`config.mk`:
```
export PLATFORM = sky130hd
export DESIGN_NAME = qp_sum
export DESIGN_NICKNAME = d
export VERILOG_FILES = /design/src/hdl/qp_pkg.sv /design/src/hdl/qp_sum.sv
export SDC_FILE = /design/constraint.sdc
export NUM_CORES = 2
export LEC_CHECK = 0
export BUFFER_PORTS_ARGS = -buffer_cell sky130_fd_sc_hd__buf_2
export CAP_MARGIN = 25
export CORE_AREA = 3 3 505 507
export CTS_BUF_LIST = sky130_fd_sc_hd__clkbuf_8
export CTS_CLUSTER_DIAMETER = 30
export CTS_CLUSTER_SIZE = 14
export DETAILED_ROUTE_END_ITERATION = 7
export DIE_AREA = 0 0 508 510
export GPL_ROUTABILITY_DRIVEN = 1
export PLACE_DENSITY = 0.44
export SYNTH_ARGS = -nofsm -noshare
export SYNTH_HDL_FRONTEND = slang
export SYNTH_SLANG_ARGS = --single-unit
```
`constraint.sdc`:
```
create_clock -name clk -period 4.47 [get_ports clk]
set_input_delay 0 -clock clk [delete_from_list [all_inputs] [get_ports clk]]
set_output_delay 0 -clock clk [all_outputs]
set_load 0.01 [all_outputs]
```
`src/hdl/qp_pkg.sv`:
```
// Types and constants for the fixed-point quaternion product pipeline.
// No dependencies; imported by every module of the block.
package qp_pkg;

	localparam int FRAC_BITS = 16;
	localparam int DATA_W    = 32;
	localparam int PROD_W    = 2 * DATA_W;
	localparam int PAIR_W    = PROD_W + 1;
	localparam int ACC_W     = PROD_W + 3;
	localparam int NCOMP     = 4;
	localparam int NTERM     = 4;
	localparam int NPAIR     = 2;
	// cycles from an accepted start to the edge that takes the result
	localparam int LATENCY   = 4;

	// component slots
	localparam int CX = 0;
	localparam int CY = 1;
	localparam int CZ = 2;
	localparam int CW = 3;

	localparam logic signed [DATA_W-1:0] SAT_MAX = {1'b0, {(DATA_W-1){1'b1}}};
	localparam logic signed [DATA_W-1:0] SAT_MIN = {1'b1, {(DATA_W-1){1'b0}}};
	localparam logic signed [ACC_W-1:0]  RND_HALF = ACC_W'(1) <<< (FRAC_BITS - 1);

	typedef logic signed [DATA_W-1:0] comp_t;

	typedef struct packed {
		comp_t p_x;
		comp_t p_y;
		comp_t p_z;
		comp_t p_w;
		comp_t q_x;
		comp_t q_y;
		comp_t q_z;
		comp_t q_w;
	} qp_in_t;

	typedef struct packed {
		comp_t r_x;
		comp_t r_y;
		comp_t r_z;
		comp_t r_w;
		logic  saturated;
	} qp_out_t;

	typedef logic [NTERM-1:0][PROD_W-1:0] term_vec_t;
	typedef term_vec_t [NCOMP-1:0]        prod_set_t;
	typedef logic [NPAIR-1:0][PAIR_W-1:0] pair_vec_t;
	typedef pair_vec_t [NCOMP-1:0]        pair_set_t;
	typedef logic [NCOMP-1:0][ACC_W-1:0]  acc_set_t;

endpackage

```
`src/hdl/qp_sum.sv`:
```
// Accumulate stages: pairwise sums, then the full sum plus the rounding half.
// Depends on qp_pkg.
module qp_sum (
	input  logic              clk,
	input  logic              arst_n,
	input  logic              valid_s1,
	input  qp_pkg::prod_set_t prod_s1,
	output logic              valid_s3,
	output qp_pkg::acc_set_t  total_s3
);
	import qp_pkg::*;

	pair_set_t pair_s2;
	logic      valid_s2;

	function automatic logic signed [PAIR_W-1:0] ext(input logic [PROD_W-1:0] v);
		ext = PAIR_W'($signed(v));
	endfunction

	// stage 2: vector parts take a + b and c - d; scalar takes a - b and -(c + d)
	always_ff @(posedge clk) begin
		for (int c = 0; c < NCOMP - 1; c++) begin
			pair_s2[c][0] <= ext(prod_s1[c][0]) + ext(prod_s1[c][1]);
			pair_s2[c][1] <= ext(prod_s1[c][2]) - ext(prod_s1[c][3]);
		end
		pair_s2[CW][0] <= ext(prod_s1[CW][0]) - ext(prod_s1[CW][1]);
		pair_s2[CW][1] <= -ext(prod_s1[CW][2]) - ext(prod_s1[CW][3]);
	end

	// stage 3: exact total with the rounding half folded in
	always_ff @(posedge clk) begin
		for (int c = 0; c < NCOMP; c++) begin
			total_s3[c] <= ACC_W'($signed(pair_s2[c][0])) + ACC_W'($signed(pair_s2[c][1]))
				+ RND_HALF;
		end
	end

	always_ff @(posedge clk or negedge arst_n) begin
		if (!arst_n) begin
			valid_s2 <= 1'b0;
			valid_s3 <= 1'b0;
		end else begin
			valid_s2 <= valid_s1;
			valid_s3 <= valid_s2;
		end
	end

endmodule

```
**Word level (Yosys, flattened, before mapping)**

Index checks and enable logic that the tools add are counted.

- Add/subtract/negate cells: 17

Operators with widths:

| operator | number |
|---|---|
| $add A66 B17 Y67 const B | 4 |
| $add A65 B65 Y66 | 4 |
| $sub A64 B64 Y65 | 4 |
| $add A64 B64 Y65 | 3 |
| $neg A64 Y65 | 1 |
| $sub A65 B64 Y65 | 1 |

- Register bits: 790

**Longest topological paths before layout**

- Word-level depth: 2
- Depth in mapped cells: 16
- Mapped depth without buffers: 15

**Worst setup path after synthesis**

Ideal clock, no wire load.

- Kind: register to register
- Start point: register pair_s2[131] (netlist name)
- End point: register total_s3[132] (netlist name)
- Setup slack: 927 ps
- Library setup time: 119 ps
- Stages on the path, launching flop included: 16
- Data arrival time: 3,424 ps
- Data required time: 4,351 ps
- Period minus slack after synthesis: 3,543 ps
- Cells stage by stage: dfxtp_1 > ha_1 > ha_1 > inv_1 > fa_1 > nor2b_1 > o21ai_1 > a21o_1 > a31oi_2 > a21oi_1 > o41ai_2 > a21oi_1 > o31ai_1 > a21boi_1 > o31a_1 > xor2_1

- Word-level cells in the longest chain between the ends: 2

RTL lines:

| item | RTL line | source |
|---|---|---|
| from (decl) | qp_sum.sv:13 | `pair_set_t pair_s2;` |
| from (signal, indexed assignment) | qp_sum.sv:23 | `pair_s2[c][0] <= ext(prod_s1[c][0]) + ext(prod_s1[c][1]);` |
| from (signal, indexed assignment) | qp_sum.sv:24 | `pair_s2[c][1] <= ext(prod_s1[c][2]) - ext(prod_s1[c][3]);` |
| from (signal, indexed assignment) | qp_sum.sv:26 | `pair_s2[CW][0] <= ext(prod_s1[CW][0]) - ext(prod_s1[CW][1]);` |
| $add A65 B65 Y66 | qp_sum.sv:33 | `total_s3[c] <= ACC_W'($signed(pair_s2[c][0])) + ACC_W'($signed(pair_s2[c][1]))` |
| $add A66 B17 Y67 | qp_sum.sv:34 | `+ RND_HALF;` |
| to (signal, indexed assignment) | qp_sum.sv:33 |  |
| to (decl) | qp_sum.sv:9 | `output qp_pkg::acc_set_t total_s3` |

Every way passes these cells.

**Worst setup path in the final report**

- Start point: input port prod_s1[601] (netlist name)
- End point: register pair_s2[317] (netlist name)

- Word-level cells in the longest chain between the ends: 1

RTL lines:

| item | RTL line | source |
|---|---|---|
| from (decl) | qp_sum.sv:7 | `input qp_pkg::prod_set_t prod_s1,` |
| $add A64 B64 Y65 | qp_sum.sv:23 |  |

Every way passes these cells.

==> summary.md <==
| Metric | Value |
|---|---|
| Clock sink total | `790` |
| Worst r2r path cells | `16` |
| CTS tree | `built` |
| Hold Slack | `111.2 ps` |
| Ys async rst share | `0.2532%` |
| Mean Syn Cell Area | `8.179 um^2` |
| Gpl congestion | `0.9696` |
| Gr busiest metal | `met2` |
| Main synth FF type | `dfxtp_1` |
| Pwr/cell area | `518.9 nW/um^2` |
| Worst-Skew Late Latency | `970 ps` |
| Initial antenna violation count | `40` |
| First-pass GRT wire length | `482900 um` |
| Setup crit end kind | `flip-flop` |
| Slew Limit Fails | `0` |
| Layout cells sized above 1 | `16.91%` |
| Top cell type's share of synthesized area | `24.11%` |
| Crit Path Max Fanout | `7` |
| Dpl cells | `12390` |
| Starting Density | `26.07%` |
| Drt drc | `0` |
| IO buf count | `1295` |
| Launch point of the critical path | `prod_s1[601]` |
| Setup crit start kind | `input pin` |
| Synth Register Bits | `790` |
| Post-synth EDFFs | `0` |
| ANT nets after route | `0` |
| Register area | `15830 um^2` |
| Final Cell Area | `100900 um^2` |
| Combinational share of power | `54.1%` |
| Pint | `0.02929 W` |
| Final HPWL DP | `276500 um` |
| Max-cap check violation count | `0` |
| Final hold violations | `0` |
| Crit share post-route | `100.1%` |
| Sw Ratio | `44.05%` |
| Fin cells | `14770` |
| Yosys top cell by area | `dfxtp_1` |
| M2 GR Usage | `40.02%` |
| CTS max path bufs | `3` |
| Area grow syn2layout | `54.19%` |
| Drt total wl | `333300 um` |
| Area taken by multi-input logic gates | `46480 um^2` |
| Worst hold path depth | `4` |
| Pre-CTS worst setup slack | `137.3 ps` |
| Part of the Yosys area used for sequential elements | `24.19%` |
| Root Buffer | `clkbuf_8` |
| Power consumption | `0.05235 W` |
| Post-synth top cells | `ha_1, a21oi_1, dfxtp_1` |
| Count leader, synth | `ha_1` |
| Worst EP required | `5290 ps` |
| GRT met1 Usage | `31.32%` |
| Post-layout min period | `4472 ps` |
| DRT iter0 DRCs | `5450` |
| H-tree levels | `4` |
| Vias in the first global route | `75740` |
| Slew HR | `43.36%` |
| Total net switching power | `0.02306 W` |
| Placed Area | `75340 um^2` |
| Wire per inst | `22.56 um` |
| Failing checks | `negative setup slack` |
| Least-Margin Pin Slew | `838.6 ps` |
| Mapped cell area | `65430 um^2` |
| Clock Skews | `74.20 ps` |
| CTS Buf Count | `229` |
| # IOs | `1296` |
| Syn Nets | `10130` |
| FF-to-FF Start | `pair_s2[1]` |
| HP Class | `in2reg` |
| Netlist cell types | `96` |
| Met3 Use GR | `5.922%` |
| GRT Util Overall | `24.59%` |
| Die width | `508 um` |
| Die Y | `510 um` |
| Hold_sp | `prod_s1[274]` |
| Worst Path Arrival | `5300 ps` |
| Outcome | `finished with violations` |
| # rows | `184` |
| Floorplan Core Area | `250900 um^2` |
| Peak supply drop | `0.0002783 V` |
| Via count | `73690` |
| CTS clk-pin slew, worst paths | `50 ps` |
| Pin count of the biggest net entering global routing | `18` |
| WS Path Type | `in2reg` |
| DR pass1 iterations | `6` |
| Worst Hold Path EP | `pair_s2[148]` |
| R2r setup slk | `190 ps` |
| Max Freq | `223.6 MHz` |
| Final nets | `13340` |
| Setup WS post-layout | `-2.268 ps` |
| Syn Inst Count | `7999` |
| Clk network pwr share | `23.7%` |
| # fillers | `25940` |
| Sequential share of power | `22.2%` |
| Yosys warnings | `0` |
| Via density | `4.988` |
| Die area | `259100 um^2` |
| # setup viols final | `1` |
| Grt total ovfl | `0` |
| Top post-synthesis cells by area | `dfxtp_1, ha_1, a21oi_1` |
| Pleak | `48.60 nW` |
| Critical R2R Capture | `total_s3[63]` |
-- power groups by stage --
stage          clock, W  combinational, W  sequential (W)
2_1_floorplan         0            0.0153          0.0110
3_3_place_gp          0            0.0254          0.0118
3_5_place_dp          0            0.0253          0.0117
4_1_cts          0.0128            0.0282          0.0116
5_1_grt          0.0131            0.0310          0.0117
6_report         0.0124            0.0283          0.0116
-- flip-flops by register name (all words and copies together), names as in the netlist --
name      flops
pair_s2     520
total_s3    268
valid_s2      1
valid_s3      1
-- routing by layer --
layer	vias to the layer above	part of all wire, %
met1	35120	44
met5	-	0.029
met3	454	7.5
met4	14	3.9
met2	2663	45
li1	35440	-
-- worst max-delay path, stage by stage --
cell           delay, ps
dlygate4sd3_1        550
buf_2                120
dlygate4sd3_1        550
ha_1                 280
dlygate4sd3_1        730
nand2_1              240
nor3_2               290
nor4bb_1             300
a21oi_1              190
buf_4                220
a31oi_2              340
a211o_1              220
a21oi_1              100
o21ai_0              180
a21oi_1              100
dlygate4sd3_1        600
xnor2_1              270
-- final cells by class --
class / instances / area share (%)
multi-input cells: 6284 / 46.08
repair buffers: 3281 / 25.96
flip-flops and latches: 790 / 15.69
well taps: 3348 / 4.152
clock buffers: 255 / 3.479
clock inverters: 180 / 2.303
inverters: 615 / 2.288
diodes: 19 / 0.04713
-- worst max-delay path by stage --
stage / end / cells past startpoint
CTS: pair_s2[180] / 20
global placement: total_s3[64] / 14
floorplan: total_s3[132] / 15
detailed placement: pair_s2[60] / 15
finish: pair_s2[317] / 17
global route: pair_s2[64] / 17
-- cells by family (layout without fill, tap and decap cells) --
group,count (synthesis),after routing,synth area share [%]
AO/OA/AOI/OAI,2671,2671,26.17
AND/OR/NAND/NOR,1785,1785,13.34
adder cells (fa/ha/maj),1107,1107,21.31
buffers and inverters,925,4331,5.322
flip-flops,790,790,24.19
XOR/XNOR,713,713,9.545
multiplexers,8,8,0.1281
other,0,19,0
-- what timing repair did --
item / CTS / global route
buffers inserted: 0 / 12
endpoints found under the setup margin: 0 / 107
gates resized for setup: 0 / 77
hold endpoints to repair: 523 / 0
hold buffers: 1924 / 0
-- layout by cell type, fill, tap and decap left out, types with 29 or more instances in the layout --
cell type / instances
nand2_1: 537
bufinv_16: 40
nand4_1: 230
a21oi_1: 843
clkinvlp_4: 37
buf_2: 1295
ha_1: 1095
a31oi_1: 92
clkbuf_8: 255
dfxtp_1: 788
nand2b_1: 80
clkinv_4: 44
o31ai_1: 40
nor2_1: 378
o21a_1: 89
dlygate4sd3_1: 1919
nand3_1: 118
a211oi_1: 58
or3_1: 29
and3_1: 58
inv_1: 619
o21ai_0: 443
nor2b_1: 112
and2_1: 29
o211ai_1: 47
a21o_1: 506
xor2_1: 283
buf_4: 67
o21bai_1: 135
xnor2_1: 430
nor3_1: 114
o21ai_1: 36
-- metrics by stage --
stage,utilization (%),setup TNS (ps)
2_1_floorplan,-,0
3_3_place_gp,30.02,0
3_5_place_dp,30.02,0
4_1_cts,40.02,0
5_1_grt,40.19,-113.8
6_report,40.20,-2.268
No activity file was read; power rests on OpenSTA's default activity.
