$ cat src/hdl/qp_pkg.sv
// Types and constants for the fixed-point quaternion product pipeline.
// No dependencies; imported by every module of the block.
package qp_pkg;

	localparam int FRAC_BITS = 16;
	localparam int DATA_W    = 32;
	localparam int PROD_W    = 2 * DATA_W;
	localparam int PAIR_W    = PROD_W + 1;
	localparam int ACC_W     = PROD_W + 3;
	localparam int NCOMP     = 4;
	localparam int NTERM     = 4;
	localparam int NPAIR     = 2;
	// cycles from an accepted start to the edge that takes the result
	localparam int LATENCY   = 4;

	// component slots
	localparam int CX = 0;
	localparam int CY = 1;
	localparam int CZ = 2;
	localparam int CW = 3;

	localparam logic signed [DATA_W-1:0] SAT_MAX = {1'b0, {(DATA_W-1){1'b1}}};
	localparam logic signed [DATA_W-1:0] SAT_MIN = {1'b1, {(DATA_W-1){1'b0}}};
	localparam logic signed [ACC_W-1:0]  RND_HALF = ACC_W'(1) <<< (FRAC_BITS - 1);

	typedef logic signed [DATA_W-1:0] comp_t;

	typedef struct packed {
		comp_t p_x;
		comp_t p_y;
		comp_t p_z;
		comp_t p_w;
		comp_t q_x;
		comp_t q_y;
		comp_t q_z;
		comp_t q_w;
	} qp_in_t;

	typedef struct packed {
		comp_t r_x;
		comp_t r_y;
		comp_t r_z;
		comp_t r_w;
		logic  saturated;
	} qp_out_t;

	typedef logic [NTERM-1:0][PROD_W-1:0] term_vec_t;
	typedef term_vec_t [NCOMP-1:0]        prod_set_t;
	typedef logic [NPAIR-1:0][PAIR_W-1:0] pair_vec_t;
	typedef pair_vec_t [NCOMP-1:0]        pair_set_t;
	typedef logic [NCOMP-1:0][ACC_W-1:0]  acc_set_t;

endpackage

$ cat src/hdl/qp_round.sv
// Output stage: drop the fraction bits, clamp each component, flag clipping.
// Depends on qp_pkg.
module qp_round (
	input  logic             clk,
	input  logic             arst_n,
	input  logic             valid_s3,
	input  qp_pkg::acc_set_t total_s3,
	output logic             valid_s4,
	output qp_pkg::qp_out_t  result_s4
);
	import qp_pkg::*;

	comp_t            clip  [NCOMP];
	logic [NCOMP-1:0] over;

	// arithmetic shift is floor; value fits when all bits above 31 match the sign
	always_comb begin
		logic signed [ACC_W-1:0]     shifted;
		logic [ACC_W-DATA_W:0]       top;
		for (int c = 0; c < NCOMP; c++) begin
			shifted = $signed(total_s3[c]) >>> FRAC_BITS;
			top     = shifted[ACC_W-1:DATA_W-1];
			over[c] = !((&top) || !(|top));
			if (!over[c]) begin
				clip[c] = shifted[DATA_W-1:0];
			end else if (shifted[ACC_W-1]) begin
				clip[c] = SAT_MIN;
			end else begin
				clip[c] = SAT_MAX;
			end
		end
	end

	always_ff @(posedge clk) begin
		result_s4.r_x       <= clip[CX];
		result_s4.r_y       <= clip[CY];
		result_s4.r_z       <= clip[CZ];
		result_s4.r_w       <= clip[CW];
		result_s4.saturated <= |over;
	end

	always_ff @(posedge clk or negedge arst_n) begin
		if (!arst_n) begin
			valid_s4 <= 1'b0;
		end else begin
			valid_s4 <= valid_s3;
		end
	end

endmodule

$ cat config.mk
export PLATFORM = sky130hd
export DESIGN_NAME = qp_round
export DESIGN_NICKNAME = d
export VERILOG_FILES = /design/src/hdl/qp_pkg.sv /design/src/hdl/qp_round.sv
export SDC_FILE = /design/constraint.sdc
export NUM_CORES = 1
export LEC_CHECK = 0
export ABC_CLOCK_PERIOD_IN_PS = 800
export BUFFER_PORTS_ARGS = -buffer_cell sky130_fd_sc_hd__clkbuf_2
export CELL_PAD_IN_SITES_DETAIL_PLACEMENT = 1
export CELL_PAD_IN_SITES_GLOBAL_PLACEMENT = 1
export CORE_AREA = 2 2 158 160
export DETAILED_ROUTE_END_ITERATION = 7
export DIE_AREA = 0 0 160 162
export GPL_ROUTABILITY_DRIVEN = 1
export GPL_TIMING_DRIVEN = 0
export HOLD_SLACK_MARGIN = 0.08
export PLACE_DENSITY_LB_ADDON = 0.1
export SETUP_SLACK_MARGIN = 0.02
export SYNTH_ARGS = -nofsm -noshare
export SYNTH_HDL_FRONTEND = slang
export SYNTH_SLANG_ARGS = --single-unit
$ cat constraint.sdc
create_clock -name clk -period 0.8 [get_ports clk]
set_input_delay 0.2 -clock clk [delete_from_list [all_inputs] [get_ports clk]]
set_output_delay 0.2 -clock clk [all_outputs]
set_load 0.01 [all_outputs]
# Word level (Yosys, flattened, before mapping)
# Index checks and enable logic that the tools add are counted.
[word_totals]
reg_bits = 130
input_bits = 271
out_inout_bits = 130
wordCells = 35
[op_classes]
n_mux = 8
n_reduce_logical = 21
[op_table]
columns = ["cell", "count"]
rows = [
  ["$mux 32", 8],
  ["$reduce_and 20->1", 4],
  ["$reduce_or 20->1", 4],
  ["$logic_not 1->1", 8],
  ["$logic_or 1x1->1", 4],
  ["$reduce_or 4->1", 1],
]

# Longest topological paths before layout
# Gate-level depths: netlist of run 1.
[logic_depth]
word_depth = 5
ltp_mapped = 5
ltp_nobuf = 4

# Worst setup path after synthesis of run 1
# Ideal clock, no wire load.
[synth_timing]
path_kind = "input port to flip-flop"
startpoint = "in total_s3[248] (netlist bit)"
endpoint = "reg result_s4[0] (netlist bit)"
setup_time_ns = 0.135
t_arrival_ns = 1.396
required_ns = 0.665
path_slack_ns = -0.730
cell_stages = 4
n_path_buf = 0
path_cell_list = "nand4_1 > or3_4 > o22a_4 > or4_4"
[synth_between]
elab_chain_cells = 5
elab_cells_between_ends = 6
cone_classes = "reduce/logical: 6"
[synth_rtl]
columns = ["item", "line_no", "rtl"]
rows = [
  ["from (decl)", "qp_round.sv:7", "input qp_pkg::acc_set_t total_s3,"],
  ["$reduce_or 20->1", "qp_round.sv:23", "over[c] = !((&top) || !(|top));"],
  ["$logic_not 1->1", "qp_round.sv:23", ""],
  ["$logic_or 1x1->1 (*)", "qp_round.sv:23", ""],
  ["$logic_not 1->1 (*)", "qp_round.sv:23", ""],
  ["$reduce_or 4->1 (*)", "qp_round.sv:39", "result_s4.saturated <= |over;"],
  ["to (decl)", "qp_round.sv:9", "output qp_pkg::qp_out_t result_s4"],
]
# Mark *: on every way between the ends. The rest lies on a longest branch, timed or not.

# Worst setup path in the final report of run 1
[layout_timing]
startpoint = "in total_s3[133] (netlist bit)"
endpoint = "reg result_s4[0] (netlist bit)"
# Same word-level chain as after synthesis.

==> results of run 1 <==
==> repair_timing <==
item	CTS	global route
hold buffers	131	0
buffers inserted	3	17
endpoints found under the setup margin	255	255
endpoints found under the hold margin	130	0
cloned	0	11
pin swaps	12	23
gates resized for setup	71	581
==> synthesized netlist by cell type <==
| library cell | n | area, sq um |
|---|---|---|
| clkbuf_1 | 28 | 105 |
| dfrtp_1 | 1 | 25.0 |
| dfxtp_1 | 129 | 2580 |
| inv_1 | 128 | 480 |
| nand2_1 | 4 | 15.0 |
| nand3_1 | 4 | 20.0 |
| nand4_1 | 20 | 125 |
| nor4_1 | 20 | 125 |
| o21ai_0 | 124 | 621 |
| o221ai_1 | 4 | 35.0 |
| o22a_1 | 3 | 26.3 |
| o22a_4 | 1 | 17.5 |
| or2_2 | 4 | 25.0 |
| or3_1 | 3 | 18.8 |
| or3_4 | 1 | 11.3 |
| or4_4 | 1 | 11.3 |
==> cell type report <==
class | count | share of cell area
plain buffers | 27 | 0.0300
flip-flops and latches | 130 | 0.257
multi-input cells | 189 | 0.163
well taps | 324 | 0.0383
inverters | 128 | 0.0454
clock inverters | 13 | 0.0119
clock buffers | 19 | 0.0418
repair buffers | 498 | 0.413
==> flip-flops by register name, indices dropped and copies added, names as in the netlist <==
register and count:
result_s4 129, valid_s4 1
==> placed cells by master (no fill, tap or decap), types with 7 or more instances in the layout <==
cell           instances
dlygate4sd3_1        131
o21ai_2               80
clkbuf_1               7
buf_6                119
buf_2                 44
clkbuf_16             28
buf_8                 36
o21ai_0               28
nand4_1               20
inv_1                128
clkbuf_2             160
nor4_4                14
dfxtp_1               41
dfxtp_2               88
buf_4                 11
o21ai_1               15
==> final timing paths <==
| kind | end | from | cells after the start |
|---|---|---|---|
| max | result_s4[0]$_DFF_P_ | total_s3[133] | 5 |
| min | result_s4[30]$_DFF_P_ | total_s3[267] | 4 |
| max in group asynchronous | valid_s4$_DFF_PN0_ | arst_n | 3 |
| min in group asynchronous | valid_s4$_DFF_PN0_ | arst_n | 3 |
==> power breakdown <==
part	switching (W)	total [W]	internal, W
combinational	0.00121	0.00305	0.00184
sequential	0.000148	0.00702	0.00687
clock	0.00322	0.00762	0.00440
total	0.00458	0.0177	0.0131
==> kinds of logic (layout without fill, tap and decap cells) <==
| group | Yosys count | count (layout) | synth area share |
|---|---|---|---|
| simple gates | 57 | 57 | 0.0828 |
| flops | 130 | 130 | 0.614 |
| compound gates | 132 | 132 | 0.165 |
| buf+inv | 156 | 685 | 0.138 |
==> routing by layer <==
metal  up-vias  part of all wire  GRT usage
met3        32             0.069     0.0462
met1      2499              0.36      0.144
li1       2569                 -          -
met4         0             0.023     0.0602
met2       206              0.55      0.257
met5         -                 0          0
==> metrics by stage <==
stage	worst slack, ns	util	total power, W	instances
CTS	-0.440	0.359	0.0170	1301
global placement	-0.991	0.269	0.00863	1135
floorplan	-0.706	-	0.00761	475
detailed placement	-1.01	0.269	0.00867	1135
global route	-0.531	0.439	0.0185	1328
finish	-0.508	0.439	0.0177	1328
==> worst max-delay path, delay by kind of cell <==
family	cells	cell delay (ns)
buf+inv	1	0.12
simple gates	3	0.96
compound gates	1	0.31
==> results.sh, run 1 <==
export IMPL_outcome="finished, violations left"
export IMPL_failed_checks="negative setup slack"
export IMPL_post_route_cell_area_sq_mm=0.0106
export IMPL_min_path_type="input pin to flop"
export IMPL_crit_path_end_kind="flop"
export IMPL_grt_overflow=0
export IMPL_postLayoutSetupSlackWorst_ns=-0.508
export IMPL_fin_crit_sh=1.64
export IMPL_setup_viol=255
export IMPL_io_pins=401
export IMPL_grt_max_degree=17
export IMPL_powerDensity_mw_per_mm2=1670
export IMPL_worst_ep_arrival_time_ns=1.60
export IMPL_crit_fanout=6
export IMPL_slew_viol_final=0
export IMPL_num_vias=5306
export IMPL_netlist_instances=475
export IMPL_antenna_found_initial=0
export IMPL_cts_htree_levels=4
export IMPL_dieArea_sq_mm=0.0259
export IMPL_grt_pass1_vias=5662
export IMPL_drive_above_1_share=0.626
export IMPL_cts_root_buf="clkbuf_16"
export IMPL_path_clk_slew_ns=0.06
export IMPL_critPathSlowestCell="or4_4"
export IMPL_drt_total_wl_um=21100
export IMPL_die_w_um=160
export IMPL_num_rows=57
export IMPL_path_class="input pin to flop"
export IMPL_fill_cells=2699
export IMPL_maxSlewHeadroom=0.723
export IMPL_drc_errors=0
export IMPL_ys_ff_latch=130
export IMPL_core_sq_mm=0.0241
export IMPL_period_minus_slack_ns=1.31
export IMPL_leakagePower_nw=5.00
export IMPL_antenna_cells=0
export IMPL_dpl_cell_area_sq_mm=0.00647
export IMPL_grt_pass1_wl_um=28400
export IMPL_gp_congestion=0.834
export IMPL_rsz0062_at_grt="true"
export IMPL_vias_per_cell=4.00
export IMPL_yosysUniqueCellTypes=16
export IMPL_multiInputGateArea_sq_mm=0.00173
export IMPL_initialDrtViolationCount=146
export IMPL_initial_core_util=0.176
export IMPL_grtUsageTotal=0.139
export IMPL_numClockSinks=130
export IMPL_crit_required_ns=1.09
export IMPL_ant_nets=0
export IMPL_synth_nets=746
export IMPL_dieHeight_um=162
export IMPL_maxCapViolCount=0
export IMPL_area_growth_pct=149
export IMPL_path_cells="clkbuf_2 > nor4_2 > nand2_1 > o22a_4 > or4_4"
export IMPL_seq_area_frac_synth=0.614
export IMPL_worst_slew_pin_slew_ns=0.416
export IMPL_dr_pass1_iters=4
export IMPL_cts_buffers=17
export IMPL_tns_ns=-73.20
export IMPL_slowest_delay_ns=0.48
export IMPL_holdWs_ns=0.208
export IMPL_report_final_hold_viol_count=0
export IMPL_max_freq_ghz=0.764
export IMPL_register_area_sq_mm=0.00272
export IMPL_io_buffers=336
export IMPL_syn_cell_area_sq_mm=0.00424
export IMPL_cts_tree="yes"
export IMPL_clk_path_buf_depth=2
export IMPL_crit_path_start_kind="input pin"
export IMPL_final_nets=1262
export IMPL_yosys_warnings=0
export IMPL_wire_per_inst_um=15.9
export IMPL_ir_drop_uv=1070
export IMPL_avgSynthCellArea_sq_um=8.93
export IMPL_hpwlAfterDp_um=13700
(Power assumes the default switching activity.)
==> run 2, diff against run 1 <==
==> constraint.sdc (replaced) <==
create_clock -name clk -period 0.8 [get_ports clk]
set_input_delay 0.2 -clock clk [delete_from_list [all_inputs] [get_ports clk]]
set_output_delay 0.2 -clock clk [all_outputs]
set_load 0.02 [all_outputs]
==> results.sh, run 2 (same netlist as run 1, synthesis figures left out) <==
export IMPL_final_nets=1257
export IMPL_postLayoutSetupSlackWorst_ns=-0.504
export IMPL_place_inst=1135
export IMPL_multiInputGateArea_sq_mm=0.00178
export IMPL_mostFrequentLayoutCell="clkbuf_2"
export IMPL_fill_cells=2628
export IMPL_place_ws_ns=-1.01
export IMPL_top_register="result_s4"
export IMPL_largest_reg_flops=129
export IMPL_crit_path_end_kind="flop"
export IMPL_setup_viol=255
export IMPL_cts_htree_levels=4
export IMPL_dr_pass1_iters=4
export IMPL_crit_path_start_kind="input pin"
export IMPL_drc_errors=0
export IMPL_drt_total_wl_um=21700
export IMPL_failed_checks="negative setup slack"
export IMPL_path_clk_slew_ns=0.06
export IMPL_dieArea_sq_mm=0.0259
export IMPL_initialDrtViolationCount=102
export IMPL_drive_above_1_share=0.672
export IMPL_maxSlewHeadroom=0.733
export IMPL_num_rows=57
export IMPL_report_final_hold_viol_count=0
export IMPL_p_total_w=0.0184
export IMPL_ir_drop_uv=1080
export IMPL_ant_nets=0
export IMPL_stdcell_count=1324
export IMPL_register_area_sq_mm=0.00277
export IMPL_max_freq_ghz=0.767
export IMPL_leakagePower_nw=5.21
export IMPL_crit_fanout=2
export IMPL_clk_path_buf_depth=2
export IMPL_die_w_um=160
export IMPL_grt_pass1_wl_um=29700
export IMPL_most_common_layout_cells="clkbuf_2 (160), buf_8 (146), dlygate4sd3_1 (131)"
export IMPL_numClockSinks=130
export IMPL_grt_pass1_vias=5831
export IMPL_maxCapViolCount=0
export IMPL_outcome="finished, violations left"
export IMPL_wire_per_inst_um=16.4
export IMPL_critPathCapture="result_s4[0]$_DFF_P_"
export IMPL_worstSetupStartpoint="total_s3[199]"
export IMPL_rsz0062_at_grt="true"
export IMPL_core_sq_mm=0.0241
export IMPL_crit_required_ns=1.08
export IMPL_path_class="input pin to flop"
export IMPL_min_path_type="input pin to flop"
export IMPL_grt_max_degree=17
export IMPL_worst_slew_pin_slew_ns=0.401
export IMPL_grt_overflow=0
export IMPL_area_growth_pct=166
export IMPL_io_buffers=336
export IMPL_grtUsageTotal=0.146
export IMPL_final_util=0.468
export IMPL_cts_tree="yes"
export IMPL_gp_congestion=0.834
export IMPL_hpwlAfterDp_um=13700
export IMPL_cts_root_buf="clkbuf_16"
export IMPL_slew_viol_final=0
export IMPL_worst_ep_arrival_time_ns=1.59
export IMPL_period_minus_slack_ns=1.30
export IMPL_fin_crit_sh=1.63
export IMPL_cts_buffers=17
export IMPL_num_vias=5320
export IMPL_vias_per_cell=4.02
export IMPL_io_pins=401
export IMPL_antenna_found_initial=1
export IMPL_powerDensity_mw_per_mm2=1630
export IMPL_tns_ns=-75.05
export IMPL_reg_top3="result_s4 x129, valid_s4 x1"
export IMPL_initial_core_util=0.176
export IMPL_dieHeight_um=162
[run 2: cell count changes in the layout (fill, tap and decap cells not counted), moves of 2 or more]
cell,delta
buf_8,+110
buf_6,-75
buf_2,-41
dfxtp_1,-40
dfxtp_2,+40
o21ai_1,-8
o21ai_2,+4
o21ai_4,+3
buf_4,+2
clkbuf_16,-2
[run 2: cell type report]
type	count	share of cell area
clock inverter	13	0.0112
antenna	1	0.000222
timing repair buffer	494	0.441
buffer	26	0.0269
tap	324	0.0359
clock buffer	19	0.0392
sequential	130	0.245
inverter	128	0.0426
multi-input combinational	189	0.158
[run 2: metal layers]
layer  global-route usage  up-vias  share of wire
met3               0.0518       26          0.072
met5                    0        -              0
met4               0.0606        0          0.019
met2                0.276      211           0.56
li1                     -     2564              -
met1                0.146     2519           0.35
[run 2: power breakdown]
| part | leakage (nW) | switching [W] | internal, W | total (W) |
|---|---|---|---|---|
| clock network | 0.267 | 0.00320 | 0.00441 | 0.00760 |
| registers | 1.10 | 0.000232 | 0.00690 | 0.00713 |
| logic | 3.85 | 0.00149 | 0.00215 | 0.00364 |
| total | 5.21 | 0.00492 | 0.0135 | 0.0184 |
[run 2: worst max-delay path: stages]
cell,delay (ns)
buf_8,0.11
nor4_4,0.32
nand3_2,0.15
o22a_4,0.30
or4_4,0.50
[run 2: worst min path at each step]
stage,from,endpoint,slack [ns],cells past startpoint
global route,total_s3[66],result_s4[97]$_DFF_P_,0.20,5
detailed placement,arst_n,valid_s4$_DFF_PN0_,-0.02,1
CTS,total_s3[66],result_s4[97]$_DFF_P_,0.16,4
finish,total_s3[267],result_s4[30]$_DFF_P_,0.20,4
floorplan,arst_n,valid_s4$_DFF_PN0_,-0.1,0
global placement,arst_n,valid_s4$_DFF_PN0_,-0.03,1
[run 2: through the flow]
stage	hold WS [ns]	instance area [sq um]
2_1_floorplan	-0.0956	4390
3_3_place_gp	-0.0258	6470
3_5_place_dp	-0.0242	6470
4_1_cts	0.159	9780
5_1_grt	0.198	11300
6_report	0.203	11300
[run 2: repair_timing]
action                                 4_1_cts  5_1_grt
setup endpoints to repair                  255      255
gates resized for setup                    412      437
hold buffers                               131        0
pin swaps                                   12       29
endpoints found under the hold margin      130        0
buffers inserted                             3       15
gates cloned                                 0        9
==> run 3, diff against run 2 <==
--- a/config.mk
+++ b/config.mk
@@ -9,14 +9,16 @@
 export BUFFER_PORTS_ARGS = -buffer_cell sky130_fd_sc_hd__clkbuf_2
 export CELL_PAD_IN_SITES_DETAIL_PLACEMENT = 1
 export CELL_PAD_IN_SITES_GLOBAL_PLACEMENT = 1
-export CORE_AREA = 2 2 158 160
+export CORE_AREA = 2 2 155 157
+export CTS_BUF_LIST = sky130_fd_sc_hd__clkbuf_2
 export DETAILED_ROUTE_END_ITERATION = 7
-export DIE_AREA = 0 0 160 162
+export DIE_AREA = 0 0 157 159
 export GPL_ROUTABILITY_DRIVEN = 1
 export GPL_TIMING_DRIVEN = 0
 export HOLD_SLACK_MARGIN = 0.08
 export PLACE_DENSITY_LB_ADDON = 0.1
 export SETUP_SLACK_MARGIN = 0.02
+export SKIP_LAST_GASP = 1
 export SYNTH_ARGS = -nofsm -noshare
 export SYNTH_HDL_FRONTEND = slang
 export SYNTH_SLANG_ARGS = --single-unit
==> results.sh, run 3 (same netlist as run 1, synthesis figures left out) <==
export IMPL_slew_viol_final=0
export IMPL_initial_core_util=0.183
export IMPL_rsz0062_at_grt="true"
export IMPL_io_pins=401
export IMPL_grt_max_degree=17
export IMPL_dpl_cell_area_sq_mm=0.00647
export IMPL_drt_total_wl_um=20200
export IMPL_max_freq_ghz=0.652
export IMPL_cellInternalPower_w=0.0100
export IMPL_maxSlewHeadroom=0.724
export IMPL_crit_path_start_kind="input pin"
export IMPL_numClockSinks=130
export IMPL_reg_top3="result_s4 x129, valid_s4 x1"
export IMPL_antenna_found_initial=1
export IMPL_cts_htree_levels=4
export IMPL_worst_ep_arrival_time_ns=2.09
export IMPL_drive_above_1_share=0.624
export IMPL_drc_errors=0
export IMPL_cts_buffers=17
export IMPL_pwr_share_comb=0.236
export IMPL_crit_required_ns=1.36
export IMPL_fin_crit_sh=1.92
export IMPL_initialDrtViolationCount=81
export IMPL_die_w_um=157
export IMPL_grt_pass1_wl_um=30100
export IMPL_most_common_layout_cells="clkbuf_2 (213), buf_8 (140), dlygate4sd3_1 (132)"
export IMPL_postLayoutSetupSlackWorst_ns=-0.733
export IMPL_top_register="result_s4"
export IMPL_leakagePower_nw=4.82
export IMPL_dr_pass1_iters=4
export IMPL_powerDensity_mw_per_mm2=1400
export IMPL_hpwlAfterDp_um=13300
export IMPL_dieHeight_um=159
export IMPL_area_growth_pct=142
export IMPL_path_clk_slew_ns=0.20
export IMPL_p_sw_w=0.00436
export IMPL_ant_nets=0
export IMPL_failed_checks="negative setup slack"
export IMPL_multiInputGateArea_sq_mm=0.00156
export IMPL_post_route_cell_area_sq_mm=0.0103
export IMPL_outcome="finished, violations left"
export IMPL_gp_congestion=0.734
export IMPL_setup_viol=256
export IMPL_clockPowerShare=0.269
export IMPL_report_final_hold_viol_count=0
export IMPL_num_rows=56
export IMPL_place_inst=1130
export IMPL_grtUsageTotal=0.154
export IMPL_mostFrequentLayoutCell="clkbuf_2"
export IMPL_vias_per_cell=3.98
export IMPL_largest_reg_flops=129
export IMPL_path_class="input pin to flop"
export IMPL_crit_fanout=4
export IMPL_maxCapViolCount=0
export IMPL_num_vias=5232
export IMPL_clk_path_buf_depth=2
export IMPL_io_buffers=336
export IMPL_power_frac_seq=0.495
export IMPL_grt_pass1_vias=6010
export IMPL_crit_path_end_kind="flop"
export IMPL_final_nets=1251
export IMPL_register_area_sq_mm=0.00277
export IMPL_fill_cells=2592
export IMPL_ir_drop_uv=561
export IMPL_wire_per_inst_um=15.4
export IMPL_sw_frac_of_total=0.303
export IMPL_min_path_type="input pin to flop"
export IMPL_period_minus_slack_ns=1.53
export IMPL_grt_overflow=0
export IMPL_core_sq_mm=0.0232
export IMPL_cts_tree="yes"
export IMPL_worst_slew_pin_slew_ns=0.413
export IMPL_stdcell_count=1313
export IMPL_dieArea_sq_mm=0.0250
export IMPL_cts_root_buf="clkbuf_2"
## run 3: cell types whose count changed in the layout (fill, tap and decap cells not counted), sizes merged
cell,change
buf,-33
clkbuf,+24
clkinv,+2
dlygate4sd3,+1
## run 3: path summary, 6_finish.rpt
| path | to | startpoint | cells past startpoint |
|---|---|---|---|
| min in group asynchronous | valid_s4$_DFF_PN0_ | arst_n | 3 |
| worst min-delay path | result_s4[97]$_DFF_P_ | total_s3[63] | 5 |
| worst max-delay path | result_s4[0]$_DFF_P_ | total_s3[267] | 6 |
| max in group asynchronous | valid_s4$_DFF_PN0_ | arst_n | 3 |
## run 3: metal layers
layer,vias up,track usage,part of all wire
li1,2548,-,-
met1,2437,0.151,0.36
met2,207,0.292,0.55
met3,40,0.0463,0.063
met4,0,0.0713,0.032
met5,-,0,0
## run 3: stage by stage
step           utilization  setup TNS (ns)  hold slack (ns)  power (W)  setup WS [ns]
3_3_place_gp         0.279          -97.74          -0.0248    0.00888         -0.979
2_1_floorplan            -          -59.00          -0.0956    0.00787         -0.706
5_1_grt              0.443         -138.40          -0.0651     0.0153         -0.788
3_5_place_dp         0.279         -104.46          -0.0235    0.00893          -1.03
4_1_cts              0.414         -151.46          -0.0923     0.0142         -0.769
6_report             0.443         -122.63          0.00333     0.0144         -0.733
## run 3: worst max-delay path, stage by stage
cell and delay [ns]:
clkbuf_2 0.08, dlygate4sd3_1 0.63, nand4_1 0.12, or3_4 0.37, o22a_4 0.23, or4_4 0.47
## run 3: power groups by stage
stage               logic, W  clock network [W]  registers [W]
global route         0.00362            0.00447        0.00717
CTS                  0.00300            0.00417        0.00704
detailed placement   0.00186                  0        0.00706
global placement     0.00183                  0        0.00705
floorplan           0.000372                  0        0.00750
finish               0.00339            0.00387        0.00713
## run 3: layout make-up
| type | instances | area share |
|---|---|---|
| timing repair buffer | 487 | 0.445 |
| sequential | 130 | 0.270 |
| multi-input combinational | 189 | 0.152 |
| inverter | 128 | 0.0468 |
| tap | 319 | 0.0389 |
| buffer | 27 | 0.0259 |
| clock inverter | 15 | 0.0130 |
| clock buffer | 17 | 0.00828 |
| antenna | 1 | 0.000244 |
## run 3: what timing repair did
action	CTS	global route
resized for setup	425	277
endpoints found under the setup margin	210	255
gates cloned	6	0
hold endpoints to repair	131	88
pin swaps	14	26
buffers inserted	7	7
hold buffers	132	4
